==> src/design/atrf_pkg.sv <==
// shared types, codes and constants of the transmit-request framer
package atrf_pkg;

	// request kinds on the input channel
	typedef enum logic {
		REQ_START   = 1'b0,
		REQ_PAYLOAD = 1'b1
	} req_t;

	// configuration register indexes
	localparam int CFG_IDX_W = 3;
	typedef enum logic [CFG_IDX_W-1:0] {
		REG_DEST_ADDRESS     = 3'd0,
		REG_DEST_SHORT       = 3'd1,
		REG_FRAME_IDENT      = 3'd2,
		REG_BROADCAST_RADIUS = 3'd3,
		REG_TX_OPTIONS       = 3'd4
	} reg_idx_t;

	// register reset values
	localparam logic [63:0] DEST_ADDRESS_RST     = 64'h0013_A200_4190_915D;
	localparam logic [15:0] DEST_SHORT_RST       = 16'hFFFE;
	localparam logic [7:0]  FRAME_IDENT_RST      = 8'h01;
	localparam logic [7:0]  BROADCAST_RADIUS_RST = 8'h00;
	localparam logic [7:0]  TX_OPTIONS_RST       = 8'h40;

	// frame constants
	localparam logic [7:0]  START_DELIM   = 8'h7E;
	localparam logic [7:0]  API_TX_REQ    = 8'h10;
	localparam logic [15:0] LEN_OVERHEAD  = 16'd14;

	// byte positions within the frame sequence
	localparam int          IDX_W         = 5;
	localparam logic [IDX_W-1:0] IDX_DELIM     = 5'd0;
	localparam logic [IDX_W-1:0] IDX_LEN_HI    = 5'd1;
	localparam logic [IDX_W-1:0] IDX_LEN_LO    = 5'd2;
	localparam logic [IDX_W-1:0] IDX_API       = 5'd3;
	localparam logic [IDX_W-1:0] IDX_FRAME_ID  = 5'd4;
	localparam logic [IDX_W-1:0] IDX_ADDR0     = 5'd5;
	localparam logic [IDX_W-1:0] IDX_ADDR1     = 5'd6;
	localparam logic [IDX_W-1:0] IDX_ADDR2     = 5'd7;
	localparam logic [IDX_W-1:0] IDX_ADDR3     = 5'd8;
	localparam logic [IDX_W-1:0] IDX_ADDR4     = 5'd9;
	localparam logic [IDX_W-1:0] IDX_ADDR5     = 5'd10;
	localparam logic [IDX_W-1:0] IDX_ADDR6     = 5'd11;
	localparam logic [IDX_W-1:0] IDX_ADDR7     = 5'd12;
	localparam logic [IDX_W-1:0] IDX_SHORT_HI  = 5'd13;
	localparam logic [IDX_W-1:0] IDX_SHORT_LO  = 5'd14;
	localparam logic [IDX_W-1:0] IDX_RADIUS    = 5'd15;
	localparam logic [IDX_W-1:0] IDX_OPTIONS   = 5'd16;
	localparam logic [IDX_W-1:0] IDX_CHECKSUM  = 5'd17;

	// queue between front and back
	localparam int QUEUE_DEPTH = 4;

	// command kinds handed from front to back
	typedef enum logic {
		CMD_HEADER  = 1'b0,
		CMD_PAYLOAD = 1'b1
	} cmd_kind_t;

	// one command: header with length, or one payload byte
	typedef struct packed {
		cmd_kind_t  kind;
		logic [7:0] len;
		logic [7:0] data;
		logic       close;
	} cmd_t;

	// configuration register set
	typedef struct packed {
		logic [63:0] dest_address;
		logic [15:0] dest_short;
		logic [7:0]  frame_ident;
		logic [7:0]  broadcast_radius;
		logic [7:0]  tx_options;
	} cfg_t;

endpackage

==> src/design/atrf_cfg.sv <==
// configuration register bank of the transmit-request framer
module atrf_cfg
	import atrf_pkg::*;
(
	input  logic                 clk,
	input  logic                 arst_n,
	input  logic                 cfg_valid,
	output logic                 cfg_ready,
	input  logic [CFG_IDX_W-1:0] cfg_index,
	input  logic [63:0]          cfg_data,
	output cfg_t                 cfg
);

	cfg_t cfg_q;

	assign cfg_ready = 1'b1;
	assign cfg          = cfg_q;

	// register writes, unknown indexes ignored
	always_ff @(posedge clk or negedge arst_n) begin
		if (!arst_n) begin
			cfg_q.dest_address     <= DEST_ADDRESS_RST;
			cfg_q.dest_short       <= DEST_SHORT_RST;
			cfg_q.frame_ident      <= FRAME_IDENT_RST;
			cfg_q.broadcast_radius <= BROADCAST_RADIUS_RST;
			cfg_q.tx_options       <= TX_OPTIONS_RST;
		end else if (cfg_valid) begin
			case (cfg_index)
				REG_DEST_ADDRESS:     cfg_q.dest_address     <= cfg_data;
				REG_DEST_SHORT:       cfg_q.dest_short       <= cfg_data[15:0];
				REG_FRAME_IDENT:      cfg_q.frame_ident      <= cfg_data[7:0];
				REG_BROADCAST_RADIUS: cfg_q.broadcast_radius <= cfg_data[7:0];
				REG_TX_OPTIONS:       cfg_q.tx_options       <= cfg_data[7:0];
				default: begin
				end
			endcase
		end
	end

endmodule

==> src/design/atrf_front.sv <==
// front end: accepts items, tracks the open frame and issues commands
module atrf_front
	import atrf_pkg::*;
#(
	parameter int MAX_PAYLOAD = 128
) (
	input  logic       clk,
	input  logic       arst_n,
	input  logic       in_valid,
	output logic       in_ready,
	input  logic       req_type,
	input  logic [7:0] msg_length,
	input  logic [7:0] payload_byte,
	output logic       push,
	output cmd_t       push_cmd,
	input  logic       queue_full
);

	logic       in_frame_q;
	logic [7:0] remaining_q;
	logic       is_start;
	logic       drop;
	logic       accept;
	logic [7:0] len_sat;
	logic [7:0] remaining_dec;

	assign in_ready = !queue_full;
	assign accept   = in_valid && in_ready;
	assign is_start = (req_type == REQ_START);

	// payload outside an open frame is dropped
	assign drop = !is_start && (!in_frame_q || (remaining_q == 8'd0));

	// length saturation
	assign len_sat = (32'(msg_length) > 32'(MAX_PAYLOAD)) ? 8'(MAX_PAYLOAD) : msg_length;

	assign remaining_dec = remaining_q - 8'd1;

	// command to the back end
	always_comb begin
		push_cmd = '0;
		if (is_start) begin
			push_cmd.kind  = CMD_HEADER;
			push_cmd.len   = len_sat;
			push_cmd.close = (len_sat == 8'd0);
		end else begin
			push_cmd.kind  = CMD_PAYLOAD;
			push_cmd.data  = payload_byte;
			push_cmd.close = (remaining_dec == 8'd0);
		end
	end

	assign push = accept && !drop;

	// frame tracking
	always_ff @(posedge clk or negedge arst_n) begin
		if (!arst_n) begin
			in_frame_q  <= 1'b0;
			remaining_q <= 8'd0;
		end else if (accept) begin
			if (is_start) begin
				in_frame_q  <= (len_sat != 8'd0);
				remaining_q <= len_sat;
			end else if (drop) begin
				in_frame_q <= 1'b0;
			end else begin
				remaining_q <= remaining_dec;
				if (remaining_dec == 8'd0) begin
					in_frame_q <= 1'b0;
				end
			end
		end
	end

endmodule

==> src/design/atrf_queue.sv <==
// short command queue between the front and back ends
module atrf_queue
	import atrf_pkg::*;
(
	input  logic clk,
	input  logic arst_n,
	input  logic push,
	input  cmd_t push_cmd,
	output logic full,
	input  logic pop,
	output logic head_valid,
	output cmd_t head_cmd
);

	localparam int PTR_W = $clog2(QUEUE_DEPTH);

	cmd_t             slot_q [QUEUE_DEPTH];
	logic [PTR_W-1:0] wr_ptr_q;
	logic [PTR_W-1:0] rd_ptr_q;
	logic [PTR_W:0]   count_q;

	assign full       = (count_q == (PTR_W+1)'(QUEUE_DEPTH));
	assign head_valid = (count_q != '0);
	assign head_cmd   = slot_q[rd_ptr_q];

	// storage
	always_ff @(posedge clk) begin
		if (push) begin
			slot_q[wr_ptr_q] <= push_cmd;
		end
	end

	// pointers and fill count
	always_ff @(posedge clk or negedge arst_n) begin
		if (!arst_n) begin
			wr_ptr_q <= '0;
			rd_ptr_q <= '0;
			count_q  <= '0;
		end else begin
			if (push) begin
				wr_ptr_q <= wr_ptr_q + PTR_W'(1);
			end
			if (pop) begin
				rd_ptr_q <= rd_ptr_q + PTR_W'(1);
			end
			if (push && !pop) begin
				count_q <= count_q + (PTR_W+1)'(1);
			end else if (pop && !push) begin
				count_q <= count_q - (PTR_W+1)'(1);
			end
		end
	end

endmodule

==> src/design/atrf_back.sv <==
// back end: expands commands into frame bytes and keeps the checksum
module atrf_back
	import atrf_pkg::*;
(
	input  logic       clk,
	input  logic       arst_n,
	input  cfg_t       cfg,
	input  logic       head_valid,
	input  cmd_t       head_cmd,
	output logic       pop,
	output logic       out_valid,
	input  logic       out_ready,
	output logic [7:0] out_byte,
	output logic       frame_end,
	output logic       run_last
);

	cmd_t             cur_q;
	logic             cur_valid_q;
	logic [IDX_W-1:0] idx_q;
	logic [7:0]       sum_q;
	logic             out_valid_q;
	logic [7:0]       out_byte_q;
	logic             frame_end_q;
	logic             run_last_q;

	logic             adv;
	logic             emit;
	logic [7:0]       byte_c;
	logic             end_c;
	logic             last_c;
	logic             done_c;
	logic [IDX_W-1:0] idx_next;
	logic [7:0]       sum_next;
	logic [15:0]      total;
	logic [7:0]       hdr_byte;

	assign adv   = !out_valid_q || out_ready;
	assign emit  = cur_valid_q && adv;
	assign total = 16'(cur_q.len) + LEN_OVERHEAD;

	// header byte selection
	always_comb begin
		case (idx_q)
			IDX_DELIM:    hdr_byte = START_DELIM;
			IDX_LEN_HI:   hdr_byte = total[15:8];
			IDX_LEN_LO:   hdr_byte = total[7:0];
			IDX_API:      hdr_byte = API_TX_REQ;
			IDX_FRAME_ID: hdr_byte = cfg.frame_ident;
			IDX_ADDR0:    hdr_byte = cfg.dest_address[63:56];
			IDX_ADDR1:    hdr_byte = cfg.dest_address[55:48];
			IDX_ADDR2:    hdr_byte = cfg.dest_address[47:40];
			IDX_ADDR3:    hdr_byte = cfg.dest_address[39:32];
			IDX_ADDR4:    hdr_byte = cfg.dest_address[31:24];
			IDX_ADDR5:    hdr_byte = cfg.dest_address[23:16];
			IDX_ADDR6:    hdr_byte = cfg.dest_address[15:8];
			IDX_ADDR7:    hdr_byte = cfg.dest_address[7:0];
			IDX_SHORT_HI: hdr_byte = cfg.dest_short[15:8];
			IDX_SHORT_LO: hdr_byte = cfg.dest_short[7:0];
			IDX_RADIUS:   hdr_byte = cfg.broadcast_radius;
			IDX_OPTIONS:  hdr_byte = cfg.tx_options;
			default:      hdr_byte = 8'h00;
		endcase
	end

	// byte, flags and checksum for the current step
	always_comb begin
		byte_c   = 8'h00;
		end_c    = 1'b0;
		last_c   = 1'b0;
		done_c   = 1'b0;
		idx_next = idx_q + IDX_W'(1);
		sum_next = sum_q;
		if (idx_q == IDX_CHECKSUM) begin
			byte_c = ~sum_q;
			end_c  = 1'b1;
			last_c = 1'b1;
			done_c = 1'b1;
		end else if (cur_q.kind == CMD_HEADER) begin
			byte_c = hdr_byte;
			if (idx_q == IDX_DELIM) begin
				sum_next = 8'h00;
			end else if (idx_q >= IDX_API) begin
				sum_next = sum_q + hdr_byte;
			end
			if (idx_q == IDX_OPTIONS) begin
				if (cur_q.close) begin
					idx_next = IDX_CHECKSUM;
				end else begin
					last_c = 1'b1;
					done_c = 1'b1;
				end
			end
		end else begin
			byte_c   = cur_q.data;
			sum_next = sum_q + cur_q.data;
			if (cur_q.close) begin
				idx_next = IDX_CHECKSUM;
			end else begin
				last_c = 1'b1;
				done_c = 1'b1;
			end
		end
	end

	assign pop = head_valid && (!cur_valid_q || (emit && done_c));

	// command sequencing
	always_ff @(posedge clk or negedge arst_n) begin
		if (!arst_n) begin
			cur_valid_q <= 1'b0;
			idx_q       <= '0;
			sum_q       <= 8'h00;
		end else begin
			if (emit) begin
				sum_q <= sum_next;
			end
			if (pop) begin
				cur_valid_q <= 1'b1;
				idx_q       <= '0;
			end else if (emit && done_c) begin
				cur_valid_q <= 1'b0;
			end else if (emit) begin
				idx_q <= idx_next;
			end
		end
	end

	// command payload
	always_ff @(posedge clk) begin
		if (pop) begin
			cur_q <= head_cmd;
		end
	end

	// output register
	always_ff @(posedge clk or negedge arst_n) begin
		if (!arst_n) begin
			out_valid_q <= 1'b0;
		end else if (emit) begin
			out_valid_q <= 1'b1;
		end else if (out_ready) begin
			out_valid_q <= 1'b0;
		end
	end

	always_ff @(posedge clk) begin
		if (emit) begin
			out_byte_q  <= byte_c;
			frame_end_q <= end_c;
			run_last_q  <= last_c;
		end
	end

	assign out_valid = out_valid_q;
	assign out_byte  = out_byte_q;
	assign frame_end = frame_end_q;
	assign run_last  = run_last_q;

endmodule

==> src/design/api_transmit_request_framer.sv <==
// top level of the API transmit-request framer
//
// Input channel (in_valid/in_ready): req_type 0 opens a frame of msg_length
// payload bytes (saturated to MAX_PAYLOAD), req_type 1 carries one payload
// byte. Output channel (out_valid/out_ready) gives the frame one byte per item,
// frame_end marks the checksum byte and run_last the final byte caused by an
// input item. Configuration channel (cfg_valid/cfg_ready) writes the address,
// frame id, radius and option registers; it is always ready.
// Throughput: one output byte per cycle while out_ready is high and commands
// are queued. A start item yields 17 bytes (18 when the length is zero); a
// payload item yields one byte (two on the last byte of a frame). Payload items
// are taken at one per cycle while the queue is not full. The first byte of
// an item passes the queue write, command register and output register.
// A four-entry command queue separates the accepting front end from the byte
// sequencer, so items keep being taken while header bytes are going out.
// When the receiver stalls, the output register holds its byte, the sequencer
// pauses and the queue fills; in_ready drops once it is full.
// Reset clears the frame state, empties the queue and restores the default
// register values. Payload items outside an open frame are dropped.
module api_transmit_request_framer
	import atrf_pkg::*;
#(
	parameter int MAX_PAYLOAD = 128
) (
	input  logic                 clk,
	input  logic                 arst_n,
	input  logic                 in_valid,
	output logic                 in_ready,
	input  logic                 req_type,
	input  logic [7:0]           msg_length,
	input  logic [7:0]           payload_byte,
	output logic                 out_valid,
	input  logic                 out_ready,
	output logic [7:0]           out_byte,
	output logic                 frame_end,
	output logic                 run_last,
	input  logic                 cfg_valid,
	output logic                 cfg_ready,
	input  logic [CFG_IDX_W-1:0] cfg_index,
	input  logic [63:0]          cfg_data
);

	cfg_t cfg;
	logic push;
	cmd_t push_cmd;
	logic queue_full;
	logic pop;
	logic head_valid;
	cmd_t head_cmd;

	// configuration registers
	atrf_cfg u_cfg (
		.clk       (clk),
		.arst_n    (arst_n),
		.cfg_valid (cfg_valid),
		.cfg_ready (cfg_ready),
		.cfg_index (cfg_index),
		.cfg_data  (cfg_data),
		.cfg       (cfg)
	);

	// item intake and frame tracking
	atrf_front #(
		.MAX_PAYLOAD (MAX_PAYLOAD)
	) u_front (
		.clk          (clk),
		.arst_n       (arst_n),
		.in_valid     (in_valid),
		.in_ready     (in_ready),
		.req_type     (req_type),
		.msg_length   (msg_length),
		.payload_byte (payload_byte),
		.push         (push),
		.push_cmd     (push_cmd),
		.queue_full   (queue_full)
	);

	// command queue
	atrf_queue u_queue (
		.clk        (clk),
		.arst_n     (arst_n),
		.push       (push),
		.push_cmd   (push_cmd),
		.full       (queue_full),
		.pop        (pop),
		.head_valid (head_valid),
		.head_cmd   (head_cmd)
	);

	// byte sequencer and output register
	atrf_back u_back (
		.clk        (clk),
		.arst_n     (arst_n),
		.cfg        (cfg),
		.head_valid (head_valid),
		.head_cmd   (head_cmd),
		.pop        (pop),
		.out_valid  (out_valid),
		.out_ready  (out_ready),
		.out_byte   (out_byte),
		.frame_end  (frame_end),
		.run_last   (run_last)
	);

endmodule
==> config.mk <==
export PLATFORM = sky130hd
export DESIGN_NAME = api_transmit_request_framer
export DESIGN_NICKNAME = d
export VERILOG_FILES = /design/src/design/atrf_pkg.sv /design/src/design/atrf_cfg.sv /design/src/design/atrf_front.sv /design/src/design/atrf_queue.sv /design/src/design/atrf_back.sv /design/src/design/api_transmit_request_framer.sv
export SDC_FILE = /design/constraint.sdc
export NUM_CORES = 1
export LEC_CHECK = 0
export BUFFER_PORTS_ARGS = -buffer_cell sky130_fd_sc_hd__buf_2
export CAP_MARGIN = 25
export CELL_PAD_IN_SITES_DETAIL_PLACEMENT = 0
export CELL_PAD_IN_SITES_GLOBAL_PLACEMENT = 1
export CORE_MARGIN = 1
export CORE_UTILIZATION = 54
export CTS_BUF_LIST = sky130_fd_sc_hd__clkbuf_16
export CTS_CLUSTER_SIZE = 20
export DETAILED_ROUTE_END_ITERATION = 16
export PLACE_DENSITY_LB_ADDON = 0.1
export SYNTH_ARGS = -nofsm -noshare
export SYNTH_HDL_FRONTEND = slang
export SYNTH_HIERARCHICAL = 1
export SYNTH_SLANG_ARGS = --single-unit
==> constraint.sdc <==
create_clock -name clk -period 5.83 [get_ports clk]
set_input_delay 1.4575 -clock clk [delete_from_list [all_inputs] [get_ports clk]]
set_output_delay 1.4575 -clock clk [all_outputs]
set_load 0.05 [all_outputs]
==> impl_metrics.env <==
export IMPL_grt_pass1_vias=7573
export IMPL_clk_insertion_delay_late_ns=0.54
export IMPL_hold_buffers=0
export IMPL_ios=102
export IMPL_grt_remaining_overflow=0
export IMPL_drtAntennaViolNets=0
export IMPL_yosys_area_top_type="edfxtp_1"
export IMPL_async_reset_ff_share_pct=57.4
export IMPL_critPathMaxFanout=30
export IMPL_switchingPower_mw=2.40
export IMPL_cts_tree="built"
export IMPL_rsz0062_at_grt="no"
export IMPL_status="complete, no violations"
export IMPL_fin_nets=1065
export IMPL_startpoint_type="register"
export IMPL_cts_sink_count=235
export IMPL_r2r_start="u_back/idx_q[4]"
export IMPL_gp_congestion=0.929
export IMPL_ys_types=82
export IMPL_antenna_found_initial=0
export IMPL_min_period_ns=4.30
export IMPL_p_per_area_nw_per_um2=505
export IMPL_swShare_pct=36.1
export IMPL_sequentialPowerShare_pct=39.8
export IMPL_io_buffers=100
export IMPL_utilization_pct=62.1
export IMPL_regToRegSetupSlack_ns=1.53
export IMPL_r2r_end="u_back/sum_q[7]"
export IMPL_crit_start="u_back/idx_q[4]"
export IMPL_synth_edf_count=100
export IMPL_critPathKind="register to register"
export IMPL_ys_top_cells_by_area="edfxtp_1 (26%), dfrtp_1 (21%), mux2_4 (9.0%), dfstp_2 (7.8%), mux2_2 (3.8%)"
export IMPL_via_per_inst=5.95
export IMPL_dr_first_iter_drc_count=522
export IMPL_post_cts_setup_buffers=0
export IMPL_ctsResizeCount=0
export IMPL_yosysTopAreaCellShare_pct=25.6
export IMPL_final_setup_skew_ns=0.0158
export IMPL_synthToLayoutAreaGrowth_pct=11.9
export IMPL_synth_seq_area_share_pct=54.7
export IMPL_start_util_pct=55.5
export IMPL_worst_ep_required_time_ns=6.29
export IMPL_slew_headroom_pct=27.5
export IMPL_multi_input_area_um2=4860
export IMPL_clockPowerShare_pct=23.5
export IMPL_leakage_nw=5.29
export IMPL_syn_area_um2=11700
export IMPL_core_um2=21200
export IMPL_worst_r2r_path_depth=12
export IMPL_synthFlopType="edfxtp_1"
export IMPL_yosys_warnings=6
export IMPL_max_freq_ghz=0.233
export IMPL_drive_gt1_share_pct=33.7
export IMPL_die_h_um=149
export IMPL_rows=53
export IMPL_syn_area_per_cell_um2=13.7
export IMPL_firstDrtPassIters=7
export IMPL_setup_viol=0
export IMPL_p_int_mw=4.23
export IMPL_cp_arrival_ns=4.76
export IMPL_synthTopCellsByCount="dfrtp_1 (100), edfxtp_1 (100), mux2_4 (70), mux2_2 (40), a21oi_1 (38)"
export IMPL_nFillCells=1626
export IMPL_syn_num_nets=974
export IMPL_drcViolationCount=0
export IMPL_finalHoldViolCount=0
export IMPL_hp_class="register to register"
export IMPL_root_buffer="clkbuf_16"
export IMPL_clk_path_buf_depth=3
export IMPL_hpwl_um=19300
export IMPL_grt_max_degree=96
export IMPL_combPwrFrac_pct=36.7
export IMPL_die_area_um2=22300
export IMPL_endpoint_kind="register"
export IMPL_tns_ns=0
export IMPL_slew_viol_final=0
export IMPL_numCtsBuffers=25
export IMPL_routed_wl_um=27300
export IMPL_hold_start="u_queue/count_q[2]"
export IMPL_grt_pass1_wl_um=43400
export IMPL_ir_worst_vdd_mv=0.297
export IMPL_wire_per_inst_um=22.0
export IMPL_power_mw=6.63
export IMPL_synthCells=854
export IMPL_hold_ws_ns=0.491
export IMPL_path_clk_slew_ns=0.06
export IMPL_finalCritPeriodShare_pct=73.8
export IMPL_via_count=7375
export IMPL_synth_seq_cells=235
export IMPL_diodes=0
export IMPL_htreeDepth=1
export IMPL_cp_endpoint="u_back/sum_q[7]"
export IMPL_cap_violations=0
export IMPL_grtUsageTotal_pct=25.5
export IMPL_worst_slew_pin_slew_ns=1.09
export IMPL_regArea_um2=6420
export IMPL_die_width_um=149
==> worst max-delay path: stages, from the launching register on <==
cell and delay [ns]:
dfrtp_1 0.98, inv_1 0.28, ha_1 0.40, a221oi_1 0.32, o21ai_0 0.12, or3b_2 0.52
ha_1 0.37, nand3_1 0.12, o211ai_1 0.13, o41ai_1 0.41, nor4_1 0.11, or3_1 0.38
nand3_1 0.09
==> metal layers <==
metal | track usage [%] | wire [um]
met5 | 0 | 0
met4 | 6.99 | 647
met3 | 3.08 | 1370
met2 | 42.7 | 13500
met1 | 35.2 | 11800
==> worst min-delay path by stage <==
stage | end | cells past startpoint
floorplan | u_queue/count_q[2] | 1
global placement | u_queue/count_q[2] | 1
detailed placement | u_queue/count_q[2] | 1
CTS | u_queue/count_q[2] | 1
global route | u_cfg/cfg[56] | 1
finish | u_queue/count_q[2] | 1
==> per-stage QoR <==
| step | instance area (um^2) | worst slack (ns) | std cells |
|---|---|---|---|
| 6_report | 13100 | 1.53 | 1239 |
| 5_1_grt | 13100 | 1.27 | 1239 |
| 4_1_cts | 13100 | 1.61 | 1239 |
| 3_5_place_dp | 12300 | 1.64 | 1193 |
| 3_3_place_gp | 12300 | 1.79 | 1193 |
| 2_1_floorplan | 11700 | 2.00 | 854 |
==> power by group through the flow <==
stage / registers [mW] / clock network (mW) / logic, mW
floorplan: 2.59 / 0 / 1.82
global placement: 2.65 / 0 / 2.35
detailed placement: 2.66 / 0 / 2.41
CTS: 2.64 / 1.59 / 2.43
global route: 2.70 / 1.65 / 2.67
finish: 2.64 / 1.56 / 2.43
==> registers in the layout, indices dropped and copies added, names as in the netlist <==
register and cells:
u_queue/rd_ptr_q 2, u_queue/wr_ptr_q 2, u_back/sum_q 8, u_back/frame_end 1, u_back/cur_valid_q 1, u_back/idx_q 5
u_back/cur_q 18, u_back/out_valid 1, u_cfg/cfg 104, u_back/run_last 1, u_back/out_byte 8, u_front/in_frame_q 1
u_queue/slot_q 72, u_front/remaining_q 8, u_queue/count_q 3
==> cell usage in the layout (no fill, tap or decap), types with 14 or more instances in the layout <==
| cell type | count |
|---|---|
| inv_1 | 33 |
| and2_1 | 22 |
| clkbuf_16 | 27 |
| a22oi_1 | 17 |
| ha_1 | 28 |
| buf_2 | 99 |
| mux2_4 | 70 |
| nor2_1 | 31 |
| dfrtp_1 | 100 |
| nor2b_1 | 15 |
| xnor2_1 | 14 |
| nand3_1 | 16 |
| a21oi_1 | 38 |
| edfxtp_1 | 100 |
| mux4_2 | 18 |
| o21ai_0 | 30 |
| nand2_1 | 25 |
| mux2_2 | 40 |
| dfstp_2 | 35 |
==> cells by family after synthesis <==
family,synth area share [%]
flops,54.7
buf+inv,4.02
fa+ha+maj,3.50
mux,17.0
xor+xnor,1.49
compound gates,9.49
simple gates,9.72
other cells,0.0319
==> area by class of cell <==
type                    count  area share (%)
well taps                 275            2.62
clock inverters            19            1.04
clock buffers              27            5.14
repair buffers            111            4.49
multi-input cells         543            37.0
inverters                  29           0.829
flip-flops and latches    235            48.9
Power figures use the tool's default switching activity.
